<file path="src/hdl/pbfs_pkg.sv">
`default_nettype none
package pbfs_pkg;

	localparam int OP_W   = 2;
	localparam int BANK_W = 3;
	localparam int TAG_W  = 16;
	localparam int OCC_W  = 8;
	localparam int ERR_W  = 3;

	typedef enum logic [OP_W-1:0] {
		OP_PUT        = 2'd0,
		OP_NEXT       = 2'd1,
		OP_COMPLETE   = 2'd2,
		OP_RESCHEDULE = 2'd3
	} op_t;

	localparam logic [ERR_W-1:0] ERR_OK          = 3'd0;
	localparam logic [ERR_W-1:0] ERR_BANK_FULL   = 3'd1;
	localparam logic [ERR_W-1:0] ERR_BANK_EMPTY  = 3'd2;
	localparam logic [ERR_W-1:0] ERR_SCHED_EMPTY = 3'd3;
	localparam logic [ERR_W-1:0] ERR_SCHED_FULL  = 3'd4;

	// Commands from the controller to the datapath.
	typedef struct packed {
		logic capture;
		logic exec;
		logic pop;
		logic finish;
	} cmd_t;

	// Status from the datapath to the controller.
	typedef struct packed {
		logic op_next;
		logic sched_empty;
		logic bank_empty;
	} sts_t;

endpackage
`default_nettype wire

</file>
<file path="src/hdl/per_bank_fifo_request_scheduler_unit.sv">
// Channel  | Handshake          | Fields
// ---------+--------------------+------------------------------------------------------
// command  | start, busy        | op, bank, request_tag, bank_pending
// result   | done (one cycle)   | issued_valid, issued_bank, issued_tag, banks_waiting,
//          |                    | occupancy, error_code
//
// An item is taken when start is high and busy is low. done is registered after the exec state for
// put, complete, reschedule and a next on an empty schedule, after the pop state for a next
// whose bank is empty, and after the tag state for a next that issues a tag. The registered
// reads of the schedule memory and the tag memory add the pop and tag states.
// busy is already low while done is high, so a new item can be taken in that cycle.
// Reset clears all queue pointers and counts at once; the receiver cannot stall.
`default_nettype none
module per_bank_fifo_request_scheduler_unit #(
	parameter int BANK_COUNT  = 8,
	parameter int QUEUE_DEPTH = 16,
	parameter int SCHED_DEPTH = 16
) (
	input  wire logic                          clk,
	input  wire logic                          arst_n,
	input  wire logic                          start,
	output logic                               busy,
	input  wire logic [pbfs_pkg::OP_W-1:0]     op,
	input  wire logic [pbfs_pkg::BANK_W-1:0]   bank,
	input  wire logic [pbfs_pkg::TAG_W-1:0]    request_tag,
	input  wire logic                          bank_pending,
	output logic                               done,
	output logic                               issued_valid,
	output logic [pbfs_pkg::BANK_W-1:0]        issued_bank,
	output logic [pbfs_pkg::TAG_W-1:0]         issued_tag,
	output logic                               banks_waiting,
	output logic [pbfs_pkg::OCC_W-1:0]         occupancy,
	output logic [pbfs_pkg::ERR_W-1:0]         error_code
);

	pbfs_pkg::cmd_t cmd;
	pbfs_pkg::sts_t sts;

	pbfs_ctrl u_ctrl (
		.clk    (clk),
		.arst_n (arst_n),
		.start  (start),
		.sts    (sts),
		.busy   (busy),
		.cmd    (cmd)
	);

	pbfs_datapath #(
		.BANK_COUNT  (BANK_COUNT),
		.QUEUE_DEPTH (QUEUE_DEPTH),
		.SCHED_DEPTH (SCHED_DEPTH)
	) u_datapath (
		.clk           (clk),
		.arst_n        (arst_n),
		.cmd           (cmd),
		.sts           (sts),
		.op            (op),
		.bank          (bank),
		.request_tag   (request_tag),
		.bank_pending  (bank_pending),
		.done          (done),
		.issued_valid  (issued_valid),
		.issued_bank   (issued_bank),
		.issued_tag    (issued_tag),
		.banks_waiting (banks_waiting),
		.occupancy     (occupancy),
		.error_code    (error_code)
	);

endmodule
`default_nettype wire

</file>
<file path="src/hdl/pbfs_ctrl.sv">
`default_nettype none
module pbfs_ctrl (
	input  wire logic          clk,
	input  wire logic          arst_n,
	input  wire logic          start,
	input  wire pbfs_pkg::sts_t sts,
	output logic               busy,
	output pbfs_pkg::cmd_t     cmd
);

	typedef enum logic [1:0] {
		ST_IDLE,
		ST_EXEC,
		ST_POP,
		ST_TAG
	} state_t;

	state_t state_q;
	logic   busy_q;

	always_ff @(posedge clk or negedge arst_n) begin
		if (!arst_n) begin
			state_q <= ST_IDLE;
			busy_q  <= 1'b0;
		end else begin
			case (state_q)
				ST_IDLE: begin
					if (start) begin
						state_q <= ST_EXEC;
						busy_q  <= 1'b1;
					end
				end
				ST_EXEC: begin
					if (sts.op_next && !sts.sched_empty) begin
						state_q <= ST_POP;
					end else begin
						state_q <= ST_IDLE;
						busy_q  <= 1'b0;
					end
				end
				ST_POP: begin
					if (sts.bank_empty) begin
						state_q <= ST_IDLE;
						busy_q  <= 1'b0;
					end else begin
						state_q <= ST_TAG;
					end
				end
				ST_TAG: begin
					state_q <= ST_IDLE;
					busy_q  <= 1'b0;
				end
				default: begin
					state_q <= ST_IDLE;
					busy_q  <= 1'b0;
				end
			endcase
		end
	end

	assign busy        = busy_q;
	assign cmd.capture = (state_q == ST_IDLE) && start;
	assign cmd.exec    = (state_q == ST_EXEC);
	assign cmd.pop     = (state_q == ST_POP);
	assign cmd.finish  = (state_q == ST_TAG);

endmodule
`default_nettype wire

</file>
<file path="src/hdl/pbfs_datapath.sv">
`default_nettype none
module pbfs_datapath #(
	parameter int BANK_COUNT  = 8,
	parameter int QUEUE_DEPTH = 16,
	parameter int SCHED_DEPTH = 16
) (
	input  wire logic                          clk,
	input  wire logic                          arst_n,
	input  wire pbfs_pkg::cmd_t                cmd,
	output pbfs_pkg::sts_t                     sts,
	input  wire logic [pbfs_pkg::OP_W-1:0]     op,
	input  wire logic [pbfs_pkg::BANK_W-1:0]   bank,
	input  wire logic [pbfs_pkg::TAG_W-1:0]    request_tag,
	input  wire logic                          bank_pending,
	output logic                               done,
	output logic                               issued_valid,
	output logic [pbfs_pkg::BANK_W-1:0]        issued_bank,
	output logic [pbfs_pkg::TAG_W-1:0]         issued_tag,
	output logic                               banks_waiting,
	output logic [pbfs_pkg::OCC_W-1:0]         occupancy,
	output logic [pbfs_pkg::ERR_W-1:0]         error_code
);

	localparam int BW  = $clog2(BANK_COUNT);
	localparam int QW  = $clog2(QUEUE_DEPTH);
	localparam int CW  = $clog2(QUEUE_DEPTH + 1);
	localparam int SW  = $clog2(SCHED_DEPTH);
	localparam int SCW = $clog2(SCHED_DEPTH + 1);
	localparam int AW  = BW + QW;

	// Captured item.
	logic [pbfs_pkg::OP_W-1:0]   op_q;
	logic [pbfs_pkg::BANK_W-1:0] bank_q;
	logic [pbfs_pkg::TAG_W-1:0]  tag_q;
	logic                        pend_q;

	// Per-bank queue state.
	logic [QW-1:0] head_q [BANK_COUNT];
	logic [QW-1:0] tail_q [BANK_COUNT];
	logic [CW-1:0] cnt_q  [BANK_COUNT];

	// Schedule queue state.
	logic [SW-1:0]  sched_head_q;
	logic [SW-1:0]  sched_tail_q;
	logic [SCW-1:0] sched_cnt_q;
	logic [pbfs_pkg::OCC_W-1:0] total_q;

	// Memories and their read registers.
	logic [pbfs_pkg::TAG_W-1:0] bmem [2**AW];
	logic [BW-1:0]              smem [SCHED_DEPTH];
	logic [pbfs_pkg::TAG_W-1:0] brd_q;
	logic [BW-1:0]              sched_rd_q;

	// Result registers.
	logic                        done_q;
	logic                        iv_q;
	logic [pbfs_pkg::BANK_W-1:0] ib_q;
	logic [pbfs_pkg::TAG_W-1:0]  it_q;
	logic [pbfs_pkg::ERR_W-1:0]  err_q;

	logic          bank_ok;
	logic [BW-1:0] bank_idx;
	logic [BW-1:0] sel_idx;
	logic [QW-1:0] sel_head;
	logic [QW-1:0] sel_tail;
	logic [CW-1:0] sel_cnt;
	logic [QW-1:0] head_nxt;
	logic [QW-1:0] tail_nxt;
	logic          sched_full;
	logic [AW-1:0] wr_addr;
	logic [AW-1:0] rd_addr;

	logic                        bwr, push, sched_rd_en, pop_en, bank_rd_en;
	logic                        hd_inc, tl_inc, cnt_inc, cnt_dec, res_load;
	logic                        iv;
	logic [pbfs_pkg::BANK_W-1:0] ib;
	logic [pbfs_pkg::TAG_W-1:0]  it;
	logic [pbfs_pkg::ERR_W-1:0]  err;

	assign bank_ok    = 32'(bank_q) < 32'(BANK_COUNT);
	assign bank_idx   = BW'(bank_q);
	// During the pop step the bank comes from the schedule queue, else from the item.
	assign sel_idx    = cmd.pop ? sched_rd_q : bank_idx;
	assign sel_head   = head_q[sel_idx];
	assign sel_tail   = tail_q[sel_idx];
	assign sel_cnt    = cnt_q[sel_idx];
	assign head_nxt   = (sel_head == QW'(QUEUE_DEPTH - 1)) ? '0 : sel_head + 1'b1;
	assign tail_nxt   = (sel_tail == QW'(QUEUE_DEPTH - 1)) ? '0 : sel_tail + 1'b1;
	assign sched_full = (sched_cnt_q == SCW'(SCHED_DEPTH));
	assign wr_addr    = {bank_idx, sel_tail};
	assign rd_addr    = {sched_rd_q, sel_head};

	assign sts.op_next     = (op_q == pbfs_pkg::OP_NEXT);
	assign sts.sched_empty = (sched_cnt_q == '0);
	assign sts.bank_empty  = (sel_cnt == '0);

	always_comb begin
		bwr         = 1'b0;
		push        = 1'b0;
		sched_rd_en = 1'b0;
		pop_en      = 1'b0;
		bank_rd_en  = 1'b0;
		hd_inc      = 1'b0;
		tl_inc      = 1'b0;
		cnt_inc     = 1'b0;
		cnt_dec     = 1'b0;
		res_load    = 1'b0;
		iv          = 1'b0;
		ib          = '0;
		it          = '0;
		err         = pbfs_pkg::ERR_OK;
		if (cmd.exec) begin
			case (op_q)
				pbfs_pkg::OP_NEXT: begin
					if (sched_cnt_q == '0) begin
						err      = pbfs_pkg::ERR_SCHED_EMPTY;
						res_load = 1'b1;
					end else begin
						sched_rd_en = 1'b1;
					end
				end
				pbfs_pkg::OP_PUT: begin
					res_load = 1'b1;
					if (bank_ok) begin
						if (sel_cnt == CW'(QUEUE_DEPTH)) begin
							err = pbfs_pkg::ERR_BANK_FULL;
						end else begin
							bwr     = 1'b1;
							tl_inc  = 1'b1;
							cnt_inc = 1'b1;
							// A bank that just got its first item joins the schedule unless bank_pending was set or the schedule is full.
							if (sel_cnt == '0 && !pend_q) begin
								if (sched_full) begin
									err = pbfs_pkg::ERR_SCHED_FULL;
								end else begin
									push = 1'b1;
								end
							end
						end
					end
				end
				pbfs_pkg::OP_COMPLETE: begin
					res_load = 1'b1;
					if (bank_ok) begin
						if (sel_cnt == '0) begin
							err = pbfs_pkg::ERR_BANK_EMPTY;
						end else begin
							hd_inc  = 1'b1;
							cnt_dec = 1'b1;
						end
					end
				end
				pbfs_pkg::OP_RESCHEDULE: begin
					res_load = 1'b1;
					if (bank_ok && sel_cnt != '0) begin
						if (sched_full) begin
							err = pbfs_pkg::ERR_SCHED_FULL;
						end else begin
							push = 1'b1;
						end
					end
				end
				default: begin
					res_load = 1'b1;
				end
			endcase
		end else if (cmd.pop) begin
			pop_en = 1'b1;
			ib     = pbfs_pkg::BANK_W'(sched_rd_q);
			if (sel_cnt == '0) begin
				err      = pbfs_pkg::ERR_BANK_EMPTY;
				res_load = 1'b1;
			end else begin
				bank_rd_en = 1'b1;
			end
		end else if (cmd.finish) begin
			iv       = 1'b1;
			ib       = pbfs_pkg::BANK_W'(sched_rd_q);
			it       = brd_q;
			res_load = 1'b1;
		end
	end

	always_ff @(posedge clk) begin
		if (cmd.capture) begin
			op_q   <= op;
			bank_q <= bank;
			tag_q  <= request_tag;
			pend_q <= bank_pending;
		end
	end

	always_ff @(posedge clk) begin
		if (bwr) begin
			bmem[wr_addr] <= tag_q;
		end
		if (bank_rd_en) begin
			brd_q <= bmem[rd_addr];
		end
	end

	always_ff @(posedge clk) begin
		if (push) begin
			smem[sched_tail_q] <= bank_idx;
		end
		if (sched_rd_en) begin
			sched_rd_q <= smem[sched_head_q];
		end
	end

	always_ff @(posedge clk or negedge arst_n) begin
		if (!arst_n) begin
			for (int i = 0; i < BANK_COUNT; i++) begin
				head_q[i] <= '0;
				tail_q[i] <= '0;
				cnt_q[i]  <= '0;
			end
			sched_head_q <= '0;
			sched_tail_q <= '0;
			sched_cnt_q  <= '0;
			total_q      <= '0;
		end else begin
			if (hd_inc) begin
				head_q[sel_idx] <= head_nxt;
			end
			if (tl_inc) begin
				tail_q[sel_idx] <= tail_nxt;
			end
			if (cnt_inc) begin
				cnt_q[sel_idx] <= sel_cnt + 1'b1;
				total_q        <= total_q + 1'b1;
			end else if (cnt_dec) begin
				cnt_q[sel_idx] <= sel_cnt - 1'b1;
				total_q        <= total_q - 1'b1;
			end
			if (push) begin
				sched_tail_q <= (sched_tail_q == SW'(SCHED_DEPTH - 1)) ? '0
					: sched_tail_q + 1'b1;
				sched_cnt_q  <= sched_cnt_q + 1'b1;
			end else if (pop_en) begin
				sched_head_q <= (sched_head_q == SW'(SCHED_DEPTH - 1)) ? '0
					: sched_head_q + 1'b1;
				sched_cnt_q  <= sched_cnt_q - 1'b1;
			end
		end
	end

	always_ff @(posedge clk or negedge arst_n) begin
		if (!arst_n) begin
			done_q <= 1'b0;
		end else begin
			done_q <= res_load;
		end
	end

	always_ff @(posedge clk) begin
		if (res_load) begin
			iv_q  <= iv;
			ib_q  <= ib;
			it_q  <= it;
			err_q <= err;
		end
	end

	// Queue state does not change while a result is shown, so these track it directly.
	assign done          = done_q;
	assign issued_valid  = iv_q;
	assign issued_bank   = ib_q;
	assign issued_tag    = it_q;
	assign error_code    = err_q;
	assign banks_waiting = (sched_cnt_q != '0);
	assign occupancy     = total_q;

	a_sched_bound: assert property (@(posedge clk) disable iff (!arst_n)
		sched_cnt_q <= SCW'(SCHED_DEPTH))
		else $error("schedule count exceeds depth");

	a_done_single: assert property (@(posedge clk) disable iff (!arst_n)
		done_q |=> !done_q)
		else $error("result strobe held for two cycles");

	a_issue_ok: assert property (@(posedge clk) disable iff (!arst_n)
		(done_q && iv_q) |-> (err_q == pbfs_pkg::ERR_OK))
		else $error("issued item reported with an error");

	a_tag_after_pop: assert property (@(posedge clk) disable iff (!arst_n)
		cmd.finish |-> $past(cmd.pop))
		else $error("tag step without a preceding pop");

endmodule
`default_nettype wire

</file>
<file path="config.mk">
export PLATFORM = sky130hd
export DESIGN_NAME = per_bank_fifo_request_scheduler_unit
export DESIGN_NICKNAME = d
export VERILOG_FILES = /design/src/hdl/pbfs_pkg.sv /design/src/hdl/per_bank_fifo_request_scheduler_unit.sv /design/src/hdl/pbfs_ctrl.sv /design/src/hdl/pbfs_datapath.sv
export SDC_FILE = /design/constraint.sdc
export NUM_CORES = 2
export LEC_CHECK = 0
export BUFFER_PORTS_ARGS = -buffer_cell sky130_fd_sc_hd__buf_2
export CAP_MARGIN = 20
export CORE_ASPECT_RATIO = 2
export CORE_MARGIN = 5
export CORE_UTILIZATION = 50
export DETAILED_ROUTE_END_ITERATION = 8
export PLACE_DENSITY = 0.65
export SYNTH_ARGS = -nofsm -noshare
export SYNTH_HDL_FRONTEND = slang
export SYNTH_SLANG_ARGS = --single-unit
</file>
<file path="constraint.sdc">
create_clock -name clk -period 5.7 [get_ports clk]
set_clock_uncertainty 0.15 [all_clocks]
set_input_delay 1.71 -clock clk [delete_from_list [all_inputs] [get_ports clk]]
set_output_delay 1.71 -clock clk [all_outputs]
set_load 0.005 [all_outputs]
</file>
==> results.txt <==
The run finished with clean final reports. The kind of capture point of the worst setup path is a flop. The die covers 193000 µm². The via count of the first global-routing pass was 58200. The number of pins exceeding their max-slew limit in the final report was 0.

Final critical delay including setup and external delays: 5.48 ns. The logs give 6.16 ns for the data required time at the worst endpoint and 59 for the total I/O pin count. After routing the design area is 104000 µm². For this run, global-route usage on met2 was measured as 50.0%. Ranked by total cell area, the synthesized netlist is headed by sky130_fd_sc_hd__edfxtp_1, sky130_fd_sc_hd__nand2_1, sky130_fd_sc_hd__dfrtp_1. Counting distinct cell types in the post-synthesis netlist gives 90. The worst hold path belongs to the class flop to flop. The tools report the wire length of the first global-routing pass as 408000 µm. Synthesis produced a netlist whose cell count is 6339. The proportion of synthesized flip-flops having asynchronous set or reset was 5.64%. In this run the critical register-to-register path is captured at u_datapath.brd_q[14].

Clock network latency to the later pin of the worst-skew pair: 0.86 ns. The cell taking the most area after synthesis is sky130_fd_sc_hd__edfxtp_1. The H-tree generated during clock tree synthesis spans 4 levels. The critical path goes through inv_1, ha_1, buf_12, mux2i_2, buf_6, mux2i_2, o22ai_4, nor2_4, buf_12, clkinv_16, buf_12, buf_12, a211oi_1, a31oi_1, a32o_1, a21oi_1, a32o_1, a2111oi_1.

The portion of the clock cycle consumed by the worst path in the final layout works out to 96.2%. The final cell utilization of the core is 56.7%. The worst-case register-to-register setup slack came out at 0.22 ns. The mean number of vias per cell was 6.45; the worst IR drop on VDD was 0.387 mV. The first detailed-routing pass took 6 iterations. Setup violations remaining at the end of the flow were counted as 0.

The logs give 0.948 for the global placer's final weighted congestion and 4 for the buffer depth of the longest clock path. Of the post-synthesis cell area, the dominant cell type holds 70.5%. The TritonCTS buffer count was 193. The final worst hold slack came out at 0.341 ns. The per-cell routed wire length works out to 31.4 µm. The tools report the summed instance area of the synthesized netlist as 92100 µm². The worst hold path begins at u_datapath.cnt_q[37].

The total of fill cells in the finished design was 14200; the initial cell density of the core was 50.3%. The largest stage delay on the critical path works out to 0.85 ns. The area used by multi-input combinational logic was 22000 µm². The worst hold path terminates at u_datapath.cnt_q[37].

The run gives 6666 as the net count reported at finish. Sink count of the clock tree: 2289. Clock root buffer master: sky130_fd_sc_hd__clkbuf_16. Headroom to the max-slew limit came out at 16.3%.

The most repeated library cell on the critical path is sky130_fd_sc_hd__buf_12. Number of vias in the routed layout: 58800. Number of enable-type register cells in the synthesized netlist: 2160. Derived from the worst setup path, the maximum achievable clock frequency is 0.182 GHz. Max-cap violations in this run came to 0. Counting cells, the worst reg-to-reg path comes to 18. The placeable core region is 183000 µm². Averaged over all synthesized cells, the footprint is 14.5 µm². In this run the core area contains 222 standard-cell rows. The logs give 129 for the maximum number of pins on one net before global-route repair and 6395 for the net count after synthesis. Cells with a size suffix above 1 make up 14.8% of the layout. The Yosys step of the flow raised 0 warnings. The measured slew at the worst slew-check pin was 1.24 ns; the clock transition at the register clock pins on the worst setup and hold paths after CTS was 0.07 ns.

The area growth from synthesis to layout is 12.7%. The synthesized design contains 2289 register bits. The worst hold path stage count came out at 2. STA classifies the critical path startpoint as a flop. The tools report the count of endpoints failing hold in the final timing report as 0. The analysis attributes to cell leakage a power of 34.6 nW. The sequential fraction of the synthesis area was 74.0%; the largest fanout on the critical path was 85. Registers take 68100 µm². In this run the tool buffered the top-level ports with 58 buffer cells. The tools report the detailed-route DRC error count as 0. For this run the aggregate overflow at the end of global routing stands at 0. For this run, global-route usage on met1 was measured as 32.4%. TritonCTS built the clock tree.

In the synthesized netlist the dominant register cell turns out to be sky130_fd_sc_hd__edfxtp_1. Vertical die dimension: 617 µm. The largest individual stage delay along the critical path comes from the cell sky130_fd_sc_hd__a21oi_1. Setup repair after global routing could not meet its margin everywhere. The tools report the hold-fix buffer count after cts as 0.

The critical path is of the flop to flop type. The aggregate global-route resource usage is 28.9%, and the count of antenna-violating nets left after detailed routing is 0. In this run, the number of DRC markers left after iteration 0 of detailed routing was 6775. The tools report the startpoint of the most critical register-to-register path as u_ctrl.state_q[0]. The wire-length estimate of the detail-placed layout is 183000 µm. Once placement finished, the instance area stood at 97400 µm². The die outline width was 313 µm; the arrival time at the worst endpoint was 5.94 ns.

The number of antenna violations at the first check in global routing came out at 10. The highest-utilization routing layer at the global route stage is met2. Power spread over the standard cell area amounts to 500 nW/µm². Wires add up to 286000 µm. Routing usage on met3: 3.96%.
## sequential cells by signal, indices dropped and copies added, names as in the netlist, 8 cells and up
name                   count
u_datapath.bmem         2048
u_datapath.brd_q          16
u_datapath.cnt_q          40
u_datapath.head_q         32
u_datapath.issued_tag     16
u_datapath.occupancy       8
u_datapath.smem           48
u_datapath.tag_q          16
u_datapath.tail_q         32
## cells in the final DEF (no fill, tap or decap), drive strengths merged, types with 17 or more instances in the layout
cell type  netlist  routed
o211ai          17      17
nand4           21      21
and3           181     181
o21ai          174     174
a32o            35      35
nand3          300     300
a32oi           68      68
buf            242     509
clkbuf         191     226
nor4            27      27
nor2           258     258
mux2            58      58
mux2i           74      74
nand2         1222    1222
clkinv           1      74
a221o           29      29
mux4           105     105
a21oi          323     323
inv             26      31
a311oi         126     126
o22ai           28      28
a31oi           60      60
edfxtp        2160    2160
and2            36      36
bufinv           0      23
a221oi          65      65
ha              29      29
a211oi         142     142
dfrtp          129     129
## worst max path at each step
stage	end	slack [ns]	startpoint
after floorplan	u_datapath.bmem[126][0]	0.62	u_ctrl.state_q[0]
after global placement	u_datapath.brd_q[7]	-0.24	u_ctrl.state_q[0]
after detailed placement	u_datapath.brd_q[7]	-0.33	u_ctrl.state_q[0]
after CTS	u_datapath.brd_q[0]	0.02	u_ctrl.state_q[0]
after global routing	u_datapath.sched_cnt_q[4]	-0.03	u_ctrl.state_q[0]
final	u_datapath.brd_q[14]	0.22	u_ctrl.state_q[0]
## repair_timing
item,CTS,global route
setup endpoints to repair,6,759
pin swaps,1,1
buffers inserted,2,3
endpoints found under the hold margin,0,0
gates resized for setup,3,13
## cells in the mapped netlist, types with 10 or more instances
cell                        number
sky130_fd_sc_hd__a32o_1         35
sky130_fd_sc_hd__nand4_1        21
sky130_fd_sc_hd__mux4_2        105
sky130_fd_sc_hd__nand3_1       300
sky130_fd_sc_hd__o2111ai_1      13
sky130_fd_sc_hd__dfrtp_1       129
sky130_fd_sc_hd__inv_1          24
sky130_fd_sc_hd__a221oi_1       65
sky130_fd_sc_hd__buf_4          44
sky130_fd_sc_hd__o31ai_1        12
sky130_fd_sc_hd__nor4_1         27
sky130_fd_sc_hd__a211oi_1      142
sky130_fd_sc_hd__clkbuf_1      191
sky130_fd_sc_hd__and3_1        181
sky130_fd_sc_hd__buf_6          10
sky130_fd_sc_hd__a221o_1        29
sky130_fd_sc_hd__nor3_1         13
sky130_fd_sc_hd__nor2b_1        10
sky130_fd_sc_hd__o22ai_1        26
sky130_fd_sc_hd__mux2i_1        72
sky130_fd_sc_hd__o21ai_0       165
sky130_fd_sc_hd__a311oi_1      126
sky130_fd_sc_hd__nand2_1      1220
sky130_fd_sc_hd__ha_1           29
sky130_fd_sc_hd__a31oi_1        60
sky130_fd_sc_hd__o211ai_1       17
sky130_fd_sc_hd__a32oi_1        68
sky130_fd_sc_hd__xnor2_1        12
sky130_fd_sc_hd__a22oi_1        15
sky130_fd_sc_hd__nor2_1        256
sky130_fd_sc_hd__buf_2         159
sky130_fd_sc_hd__mux2_2         55
sky130_fd_sc_hd__edfxtp_1     2160
sky130_fd_sc_hd__and2_1         36
sky130_fd_sc_hd__buf_1          29
sky130_fd_sc_hd__a21oi_1       322
## critical path: cells and delay by family (launching register included)
kind,cells,cell delay [ns]
buf+inv,7,1.50
mux,2,0.66
compound gates,7,1.93
fa+ha+maj,1,0.24
flops,1,0.42
simple gates,1,0.20
## kinds of logic after synthesis
logic type	synth area share (%)
xor gates and xnor gates	0.143
DFF	74.0
muxes	4.09
and+or+nand+nor	9.99
AOI/OAI and AO/OA	9.02
adders and majority gates	0.438
buffers and inverters	2.36
## metal layers
| metal | share of wire [%] | wire (µm) |
|---|---|---|
| met1 | 32 | 92600 |
| met5 | 0.0052 | 15 |
| met4 | 9.4 | 27000 |
| met3 | 7.4 | 21300 |
| met2 | 51 | 145000 |
## final cells by class
| class | instances | area share [%] |
|---|---|---|
| inverters | 27 | 0.135 |
| multi-input cells | 3590 | 21.2 |
| diodes | 7 | 0.0169 |
| flip-flops and latches | 2289 | 65.6 |
| clock buffers | 226 | 4.84 |
| repair buffers | 509 | 4.22 |
| well taps | 2352 | 2.84 |
| clock inverters | 116 | 1.15 |
## stage by stage
stage | setup TNS, ns | worst slack [ns] | cells | power (mW)
6_report | 0 | 0.218 | 9116 | 51.9
3_5_place_dp | -0.711 | -0.331 | 8760 | 38.6
2_1_floorplan | 0 | 0.616 | 6339 | 30.8
4_1_cts | 0 | 0.0172 | 9104 | 51.8
3_3_place_gp | -0.473 | -0.239 | 8759 | 38.4
5_1_grt | -0.0504 | -0.0304 | 9115 | 53.7
## power breakdown
part / switching, mW / total, mW / internal (mW) / leakage (nW)
Combinational: 12.6 / 18.3 / 5.78 / 10.5
Clock: 5.99 / 13.4 / 7.36 / 3.02
Sequential: 0.466 / 20.2 / 19.8 / 21.1
Power figures use the tool's default switching activity.
